<file path="config.mk">
export PLATFORM = sky130hd
export DESIGN_NAME = tmwf_ctrl
export DESIGN_NICKNAME = d
export VERILOG_FILES = /design/src/design/tmwf_pkg.sv /design/src/design/tmwf_ctrl.sv
export SDC_FILE = /design/constraint.sdc
export NUM_CORES = 1
export LEC_CHECK = 0
export BUFFER_PORTS_ARGS = -buffer_cell sky130_fd_sc_hd__buf_2
export CAP_MARGIN = 10
export CORE_AREA = 10 10 47 49
export DETAILED_ROUTE_END_ITERATION = 10
export DIE_AREA = 0 0 57 59
export PLACE_DENSITY = 0.42
export SLEW_MARGIN = 40
export SYNTH_ARGS = -nofsm -noshare
export SYNTH_HDL_FRONTEND = slang
export SYNTH_SLANG_ARGS = --single-unit
</file>
<file path="constraint.sdc">
create_clock -name clk_i -period 1.2 [get_ports clk_i]
set_input_delay 0.06 -clock clk_i [delete_from_list [all_inputs] [get_ports clk_i]]
set_output_delay 0.06 -clock clk_i [all_outputs]
set_load 0.01 [all_outputs]
</file>
<file path="src/design/tmwf_pkg.sv">
// ----------------------------------------------------------------------------
// tmwf_pkg
// shared types, codes and side-rotation helpers of the triangle maze walker
// ----------------------------------------------------------------------------
`timescale 1ns / 1ps
`default_nettype none

package tmwf_pkg;

  localparam int unsigned STORE_DEPTH = 4096;
  localparam int unsigned STORE_AW    = 12;
  localparam int unsigned WALL_W      = 3;
  localparam int unsigned DIM_W       = 7;
  localparam int unsigned POS_W       = 6;
  localparam int unsigned PROD_W      = 2 * DIM_W;
  localparam int unsigned CFG_IDX_W   = 3;
  localparam int unsigned CFG_DATA_W  = 7;

  // sides of a triangle, one-hot
  localparam logic [WALL_W-1:0] SIDE_LEFT  = 3'b001;
  localparam logic [WALL_W-1:0] SIDE_RIGHT = 3'b010;
  localparam logic [WALL_W-1:0] SIDE_HORIZ = 3'b100;
  localparam logic [WALL_W-1:0] SIDE_NONE  = 3'b000;
  localparam logic [WALL_W-1:0] WALLS_ALL  = 3'b111;

  typedef enum logic [1:0] {
    OP_WRITE = 2'd0,
    OP_START = 2'd1,
    OP_STEP  = 2'd2
  } op_e;

  typedef enum logic [1:0] {
    ST_OK       = 2'd0,
    ST_BLOCKED  = 2'd1,
    ST_ENCLOSED = 2'd2,
    ST_IDLE     = 2'd3
  } status_e;

  typedef enum logic [CFG_IDX_W-1:0] {
    CFG_MAZE_ROWS = 3'd0,
    CFG_MAZE_COLS = 3'd1,
    CFG_START_ROW = 3'd2,
    CFG_START_COL = 3'd3,
    CFG_HAND_RULE = 3'd4
  } cfg_idx_e;

  typedef struct packed {
    logic [DIM_W-1:0] maze_rows;
    logic [DIM_W-1:0] maze_cols;
    logic [POS_W-1:0] start_row;
    logic [POS_W-1:0] start_col;
    logic             hand_rule;
  } cfg_t;

  // controller to datapath
  typedef struct packed {
    logic capture;
    logic mul;
    logic wr;
    logic rd;
    logic eval;
  } cmd_t;

  // datapath to controller
  typedef struct packed {
    logic [1:0] op;
  } stat_t;

  // zero counts as one, anything above the maximum is clipped
  function automatic logic [DIM_W-1:0] eff_dim(logic [DIM_W-1:0] v, int unsigned max_v);
    logic [DIM_W-1:0] r;
    if (v == '0) begin
      r = DIM_W'(1);
    end else if (int'(v) > int'(max_v)) begin
      r = DIM_W'(max_v);
    end else begin
      r = v;
    end
    return r;
  endfunction

  function automatic logic [WALL_W-1:0] turn_side(logic [WALL_W-1:0] side, logic up,
                                                   logic lh);
    logic [WALL_W-1:0] r;
    if (up == lh) begin
      r = (side == SIDE_HORIZ) ? SIDE_LEFT : {side[WALL_W-2:0], 1'b0};
    end else begin
      r = (side == SIDE_LEFT) ? SIDE_HORIZ : {1'b0, side[WALL_W-1:1]};
    end
    return r;
  endfunction

  function automatic logic [WALL_W-1:0] side_on_entry(logic [WALL_W-1:0] dir, logic up,
                                                       logic lh);
    logic [WALL_W-1:0] r;
    if (!lh) begin
      if (dir == SIDE_RIGHT)     r = up ? SIDE_HORIZ : SIDE_RIGHT;
      else if (dir == SIDE_LEFT) r = up ? SIDE_LEFT : SIDE_HORIZ;
      else                       r = up ? SIDE_RIGHT : SIDE_LEFT;
    end else begin
      if (dir == SIDE_RIGHT)     r = up ? SIDE_RIGHT : SIDE_HORIZ;
      else if (dir == SIDE_LEFT) r = up ? SIDE_HORIZ : SIDE_LEFT;
      else                       r = up ? SIDE_LEFT : SIDE_RIGHT;
    end
    return r;
  endfunction

  // first held side at the entry cell, SIDE_NONE when blocked
  function automatic logic [WALL_W-1:0] pick_entry(logic [DIM_W-1:0] r, logic [DIM_W-1:0] c,
                                                    logic [DIM_W-1:0] rows,
                                                    logic [DIM_W-1:0] cols,
                                                    logic [WALL_W-1:0] w, logic lh);
    logic [WALL_W-1:0] s;
    if (c == '0 && (w & SIDE_LEFT) == '0) begin
      if (r[0]) s = lh ? SIDE_RIGHT : SIDE_HORIZ;
      else      s = lh ? SIDE_HORIZ : SIDE_RIGHT;
    end else if (c == cols - DIM_W'(1) && (w & SIDE_RIGHT) == '0) begin
      if (r[0] ^ c[0]) s = lh ? SIDE_HORIZ : SIDE_LEFT;
      else             s = lh ? SIDE_LEFT : SIDE_HORIZ;
    end else if (r == rows - DIM_W'(1) && (w & SIDE_HORIZ) == '0) begin
      s = lh ? SIDE_LEFT : SIDE_RIGHT;
    end else if (r == '0 && (w & SIDE_HORIZ) == '0) begin
      s = lh ? SIDE_RIGHT : SIDE_LEFT;
    end else begin
      s = SIDE_NONE;
    end
    return s;
  endfunction

endpackage

`default_nettype wire

</file>
<file path="src/design/tmwf_ctrl.sv">
// ----------------------------------------------------------------------------
// tmwf_ctrl
// sequencer: capture, address multiply, store read, evaluate and hand off
// ----------------------------------------------------------------------------
`timescale 1ns / 1ps
`default_nettype none

module tmwf_ctrl import tmwf_pkg::*; (
  input  wire logic  clk_i,
  input  wire logic  rst_ni,
  input  wire logic  in_valid_i,
  output logic       in_stall_o,
  output logic       out_valid_o,
  input  wire logic  out_stall_i,
  input  wire stat_t stat_i,
  output cmd_t       cmd_o
);

  typedef enum logic [1:0] {
    S_IDLE,
    S_MUL,
    S_RD,
    S_EVAL
  } state_e;

  state_e state_q, state_d;
  logic   out_valid_q, out_valid_d;
  logic   out_free;

  assign out_free = !out_valid_q || !out_stall_i;

  always_comb begin
    state_d     = state_q;
    cmd_o       = '0;
    out_valid_d = out_valid_q && out_stall_i;
    unique case (state_q)
      S_IDLE: begin
        if (in_valid_i) begin
          cmd_o.capture = 1'b1;
          state_d       = S_MUL;
        end
      end
      S_MUL: begin
        cmd_o.mul = 1'b1;
        unique case (stat_i.op) inside
          OP_WRITE: begin
            cmd_o.wr = 1'b1;
            state_d  = S_IDLE;
          end
          OP_START, OP_STEP: begin
            state_d = S_RD;
          end
          default: begin
            state_d = S_IDLE;
          end
        endcase
      end
      S_RD: begin
        cmd_o.rd = 1'b1;
        state_d  = S_EVAL;
      end
      S_EVAL: begin
        if (out_free) begin
          cmd_o.eval  = 1'b1;
          out_valid_d = 1'b1;
          state_d     = S_IDLE;
        end
      end
      default: begin
        state_d = S_IDLE;
      end
    endcase
  end

  always_ff @(posedge clk_i or negedge rst_ni) begin
    if (!rst_ni) begin
      state_q     <= S_IDLE;
      out_valid_q <= 1'b0;
    end else begin
      state_q     <= state_d;
      out_valid_q <= out_valid_d;
    end
  end

  assign in_stall_o  = (state_q != S_IDLE);
  assign out_valid_o = out_valid_q;

endmodule

`default_nettype wire

</file>
### Word-level counts from Yosys, hierarchy flattened

Index checks and enable logic that the tools add are counted.

| cells by class | value |
|---|---|
| reductions and logical operators | 9 |
| mux-type cells | 13 |
| equal/unequal tests | 7 |

Operator list:

| operator | number |
|---|---|
| 1-bit 2-to-1 mux | 8 |
| 2-bit 2-to-1 mux | 4 |
| 2-bit one-hot mux with 4 select lines | 1 |
| 2-bit == test (second input constant) | 3 |
| 2-bit by 1-bit == test with 1-bit output (second input constant) | 2 |
| 2-bit logical NOT | 2 |
| 2-bit inequality test (second input constant) | 2 |
| 1-bit logical NOT | 2 |
| 2-bit AND reduction | 1 |
| 2-bit nonzero test | 1 |
| 2-bit OR reduction | 1 |
| 1-bit logical AND | 1 |
| 1-bit logical OR | 1 |

| storage, ports and cells | value |
|---|---|
| logic and storage cells | 31 |
| output and inout bits | 7 |
| flip-flop bits (word level) | 3 |

### Depth between registers and ports, before layout

Gate-level depths: netlist of run 1.

| depth | value |
|---|---|
| depth after elaboration | 4 |
| depth in mapped cells | 4 |
| mapped depth without buffers | 4 |

### Least setup slack after synthesis of run 1

Ideal clock, no wire load.

| path | value |
|---|---|
| path type | flip-flop to output port |
| start | register (tool-made name) |
| end | output port cmd_o[4] (netlist bit) |
| buffers on the path | 0 |
| setup slack | 306 ps |
| data required time | 1140 ps |
| arrival time | 834 ps |
| cell stages (with the launch flop) | 3 |
| cell sequence | dfrtp_1 -> or2_4 -> nor2_2 |

RTL lines:

| what | RTL line | text |
|---|---|---|
| to (decl) | tmwf_ctrl.sv:16 | `output cmd_t cmd_o` |

==> results of run 1 <==
==> worst reg2reg max path: stages (launching register included) <==
cell and delay [ns]:
dfrtp_2 0.43, buf_4 0.15, o21bai_1 0.13, nand2_1 0.07
==> power breakdown <==
part | internal (W) | total, W | switching, W
sequential | 0.000161 | 0.000232 | 0.0000711
clock | 0.000124 | 0.000174 | 0.0000499
combinational | 0.000193 | 0.000363 | 0.000170
==> synth_stat cells <==
library cell / n
nand2_1: 4
dfrtp_1: 3
inv_1: 3
a21oi_1: 2
a31oi_1: 1
and2_1: 1
and2b_2: 1
ha_1: 1
nand3_1: 1
nor2_2: 1
nor2b_2: 1
o21bai_1: 1
or2_4: 1
==> kinds of logic (layout without fill, tap and decap cells) <==
logic type	Yosys count	in the layout
adders and majority gates	1	1
buffers and inverters	3	21
AOI/OAI and AO/OA	4	4
DFF	3	3
and+or+nand+nor	10	10
==> routing by layer <==
| metal | vias up | wire length (um) | global-route usage (%) |
|---|---|---|---|
| li1 | 103 | - | - |
| met1 | 77 | 203 | 2.861 |
| met2 | 8 | 216 | 4.186 |
| met3 | 0 | 66 | 2.575 |
| met4 | 0 | 0 | 4.027 |
| met5 | - | 0 | 0 |
==> final timing paths <==
path | to | start | depth (start not counted)
worst max-delay path | cmd_o[4] | state_q[0] | 3
worst min-delay path | state_q[0] | in_valid_i | 3
worst max register to register | state_q[0] | register | 3
worst min register to register | register | state_q[0] | 1
max in group asynchronous | state_q[0] | rst_ni | 2
min in group asynchronous | out_valid_o | rst_ni | 2
==> layout make-up <==
| type | count | area share [%] |
|---|---|---|
| tap | 16 | 6.504 |
| inverter | 3 | 3.659 |
| clock buffer | 4 | 8.537 |
| sequential | 3 | 25.20 |
| multi-input combinational | 15 | 30.89 |
| timing repair buffer | 14 | 25.20 |
==> metrics by stage <==
step	cells	util (%)	total power (W)
4_1_cts	55	21.88	0.0007867
3_3_place_gp	49	18.66	0.0005701
5_1_grt	55	21.96	0.0008466
6_report	55	21.96	0.0007700
2_1_floorplan	21	-	0.0004299
3_5_place_dp	49	18.66	0.0005732
==> what timing repair did <==
item	in CTS	in global routing
hold buffers	1	0
buffers inserted	1	0
resized for setup	1	1
endpoints found under the setup margin	1	2
hold endpoints to repair	3	0
pin swaps	0	1
==> flow_summary.ini, run 1 <==
[timing]
tightest_slew_ns = 0.1402
holdWs_ns = 0.06933
finalHoldViolCount = 0
min_period_over_period_pct = 97.55
fin_skew_ns = 0.0009964
tns_ns = 0
clock.fmax_ghz = 0.8542
relSlewSlack_pct = 90.61
slew_violations = 0
setup_viol_count_final = 0
rsz0062_at_grt = yes
postLayoutSetupSlackWorst_ns = 0.02936
min_period_ns = 1.171

[drt]
route.detailed.drc = 0
drt_iter0_drc = 2
vias = 188
ant_nets = 0
via_per_inst = 3.418
wl_per_cell_um = 8.855
first_pass_iters = 2
totalWireLength_um = 487

[synthesis]
seq_area_frac_synth_pct = 41.38
synthAdderAreaFrac_pct = 6.897
synthMuxAreaShare_pct = 0
synth_top_family_by_area = simple AND/OR/NAND/NOR gates
synth-simple-area-share_pct = 32.41
synth_top_area_cell = dfrtp_1
synth_area_leaders = dfrtp_1 41%, nand2_1 8.3%, ha_1 6.9%, inv_1 6.2%, a21oi_1 5.5%
synth-seq-cells = 3
synth-xor-area-share_pct = 0
ys_warn_count = 0
synth_cell_type_count = 13
synth_compound_area_share_pct = 13.10
yosysTopAreaCellShare_pct = 41.38
synth_area_um2 = 181.4
syn_inst = 21
synth.avg_cell_area_um2 = 8.639
syn_nets = 28

[floorplan]
rows = 14
dieArea_um2 = 3363
io_pins = 13
core-area_um2 = 1401
die_x_um = 57
start_util_pct = 12.95
chipHeight_um = 59

[worst_setup_path]
rrSetupSlack_ns = 0.31
crit_chain = or2_4, nor2_2, buf_2
critPathMaxStageDelay_ns = 0.43
cp_max_fo = 7
slowest_stage = dfrtp_2
critPathRequiredTime_ns = 1.14
path_buf_inv = 1
crit_arrival_ns = 1.11
end_kind = primary output
cp_top_family = flip-flops
start_kind = register
critical_path_class = register to primary output

[clock_network]
clock_sinks = 3
insertion_delay_ns = 0.23
ctsHtreeMaxLevel = 1
path_clk_slew_ns = 0.04
cts_tree = built
cts_root_buf = clkbuf_4
clock_path_buffers = 2
cts-buffers-inserted = 3

[cells_and_area]
num-fill-cells = 164
final_cell_mix = 12 x buf_2, 4 x nand2_1, 3 x inv_1, 3 x clkbuf_4
multi_input_area_um2 = 95.09
antennaDiodeCount = 0
finish.instance_area_um2 = 307.8
syn2layout_area_growth_pct = 69.66
seq_area_um2 = 77.57
layout.nets = 47
drive_gt1_share_pct = 56.41
mostFrequentLayoutCell = buf_2

[power_and_ir_drop]
p_per_area_nw_per_um2 = 2502
leakagePower_nw = 0.1719
peakVddDrop_mv = 0.4626

[place]
dp_hpwl_um = 416.6
gp_congestion = 0.5814
place_area_um2 = 261.5
port-buffer-count = 12
dp_slack_ns = 0.2298

[min_path]
hold_class = primary input to register

[global_route]
antenna_found_initial = 0
grtUsageTotal_pct = 3.245
globalRouteOverflowTotal = 0
grt_pass1_vias = 206
grt_pass1_wl_um = 807
grt_max_degree = 8

[run]
cap_violations = 0

[run_status]
run_status = finished clean
Note: power is estimated with default switching activity, not from simulation.
==> run 2, diff against run 1 <==
--- a/config.mk
+++ b/config.mk
@@ -5,7 +5,7 @@
 export SDC_FILE = /design/constraint.sdc
 export NUM_CORES = 1
 export LEC_CHECK = 0
-export BUFFER_PORTS_ARGS = -buffer_cell sky130_fd_sc_hd__buf_2
+export BUFFER_PORTS_ARGS = -buffer_cell sky130_fd_sc_hd__buf_4
 export CAP_MARGIN = 10
 export CORE_AREA = 10 10 47 49
 export DETAILED_ROUTE_END_ITERATION = 10
==> flow_summary.ini, run 2 (synthesis gave the netlist of run 1 again) <==
[run_status]
run_status = finished clean

[worst_setup_path]
reg2reg_depth = 2
r2r_end = state_q[0]
end_kind = primary output
crit_arrival_ns = 1.12
critPathRequiredTime_ns = 1.14
rrSetupSlack_ns = 0.42
cp_max_fo = 8
critical_path_class = register to primary output
start_kind = register

[place]
port-buffer-count = 12
dp_slack_ns = 0.2290
gp_congestion = 0.5689
dp_hpwl_um = 416.3

[clock_network]
clock_sinks = 3
ctsHtreeMaxLevel = 1
cts_tree = built
cts-buffers-inserted = 3
clock_path_buffers = 2
insertion_delay_ns = 0.23
cts_root_buf = clkbuf_4
path_clk_slew_ns = 0.04

[timing]
min_period_ns = 1.183
min_period_over_period_pct = 98.62
clock.fmax_ghz = 0.8450
tightest_slew_ns = 0.1305
setup_viol_count_final = 0
fin_skew_ns = 0.001852
finalHoldViolCount = 0
postLayoutSetupSlackWorst_ns = 0.01661
rsz0062_at_grt = yes
relSlewSlack_pct = 91.26
slew_violations = 0

[drt]
route.detailed.drc = 0
via_per_inst = 3.722
drt_iter0_drc = 4
vias = 201
ant_nets = 0
wl_per_cell_um = 8.815
first_pass_iters = 2
totalWireLength_um = 476

[cells_and_area]
post-route-util_pct = 24.20
antennaDiodeCount = 0
final_cell_mix = 11 x buf_4, 4 x nand2_1, 3 x inv_1, 3 x clkbuf_4
layout.nets = 46
drive_gt1_share_pct = 55.26
mostFrequentLayoutCell = buf_4
num-fill-cells = 177
syn2layout_area_growth_pct = 86.90

[power_and_ir_drop]
leakagePower_nw = 0.1758
peakVddDrop_mv = 0.4572
p_per_area_nw_per_um2 = 2420

[min_path]
hold_class = primary input to register
min_to = state_q[0]
holdPathStages = 3
hp-start = in_valid_i

[floorplan]
die_x_um = 57
chipHeight_um = 59
core-area_um2 = 1401
dieArea_um2 = 3363
rows = 14
io_pins = 13
start_util_pct = 12.95

[global_route]
grt_pass1_vias = 222
grt_max_degree = 9
grt_pass1_wl_um = 862
globalRouteOverflowTotal = 0
antenna_found_initial = 0
grtUsageTotal_pct = 3.418

[run]
cap_violations = 0
-- run 2: changes by cell type in the layout (fill, tap and decap cells not counted), sizes merged --
cell / before / now
buf: 13 / 12
-- run 2: area by class of cell --
class	instances	area (um2)	area share, %
Inverter	3	11.26	3.321
Sequential cell	3	77.57	22.88
Multi-Input combinational cell	15	100.1	29.52
Timing Repair Buffer	13	103.9	30.63
Tap cell	16	20.02	5.904
Clock buffer	4	26.28	7.749
-- run 2: what timing repair did --
item / 4_1_cts / 5_1_grt
buffers inserted: 0 / 0
pin swaps: 1 / 1
setup endpoints to repair: 1 / 2
hold endpoints to repair: 3 / 0
hold buffers: 1 / 0
resized for setup: 1 / 3
-- run 2: how the worst max path moves through the flow --
| stage | from | endpoint | slack (ns) | depth (start not counted) |
|---|---|---|---|---|
| 2_1_floorplan | register | cmd_o[4] | 0.31 | 2 |
| 3_3_place_gp | register | cmd_o[4] | 0.24 | 3 |
| 3_5_place_dp | register | cmd_o[4] | 0.23 | 3 |
| 4_1_cts | state_q[0] | cmd_o[4] | 0.008 | 3 |
| 5_1_grt | register | cmd_o[4] | -0.05 | 3 |
| 6_report | register | cmd_o[4] | 0.02 | 3 |
-- run 2: per-stage QoR --
step                       TNS, ns  total power (W)  cell area [um2]  cells  hold WS [ns]
after floorplan                  0        0.0004299            181.4     21       -0.2356
after global placement           0        0.0006336            291.5     49       -0.1474
after detailed placement         0        0.0006355            291.5     49       -0.1468
after CTS                        0        0.0008239            329.1     54       0.06381
after global routing      -0.08525        0.0009134            339.1     54       0.08154
final                            0        0.0008205            339.1     54       0.07324
-- run 2: power by group --
part / leakage (nW) / switching, W / total, W / internal, W
registers: 0.0338 / 0.0000767 / 0.000238 / 0.000161
clock network: 0.0150 / 0.0000462 / 0.000170 / 0.000124
logic: 0.127 / 0.000174 / 0.000412 / 0.000238
total: 0.176 / 0.000297 / 0.000820 / 0.000523
-- run 2: layer usage --
| layer | routed length [um] | global-route usage (%) | part of all wire, % | up-vias |
|---|---|---|---|---|
| met3 | 65 | 2.790 | 14 | 0 |
| met4 | 0 | 4.027 | 0 | 0 |
| met5 | 0 | 0 | 0 | - |
| met2 | 225 | 4.496 | 47 | 8 |
| li1 | - | - | - | 102 |
| met1 | 185 | 2.980 | 39 | 91 |
-- run 2: worst max-delay path, cell delays in order, from the launching register on --
cell and delay, ns:
dfrtp_2 0.44, or2_4 0.28, nor2_4 0.08, buf_6 0.10
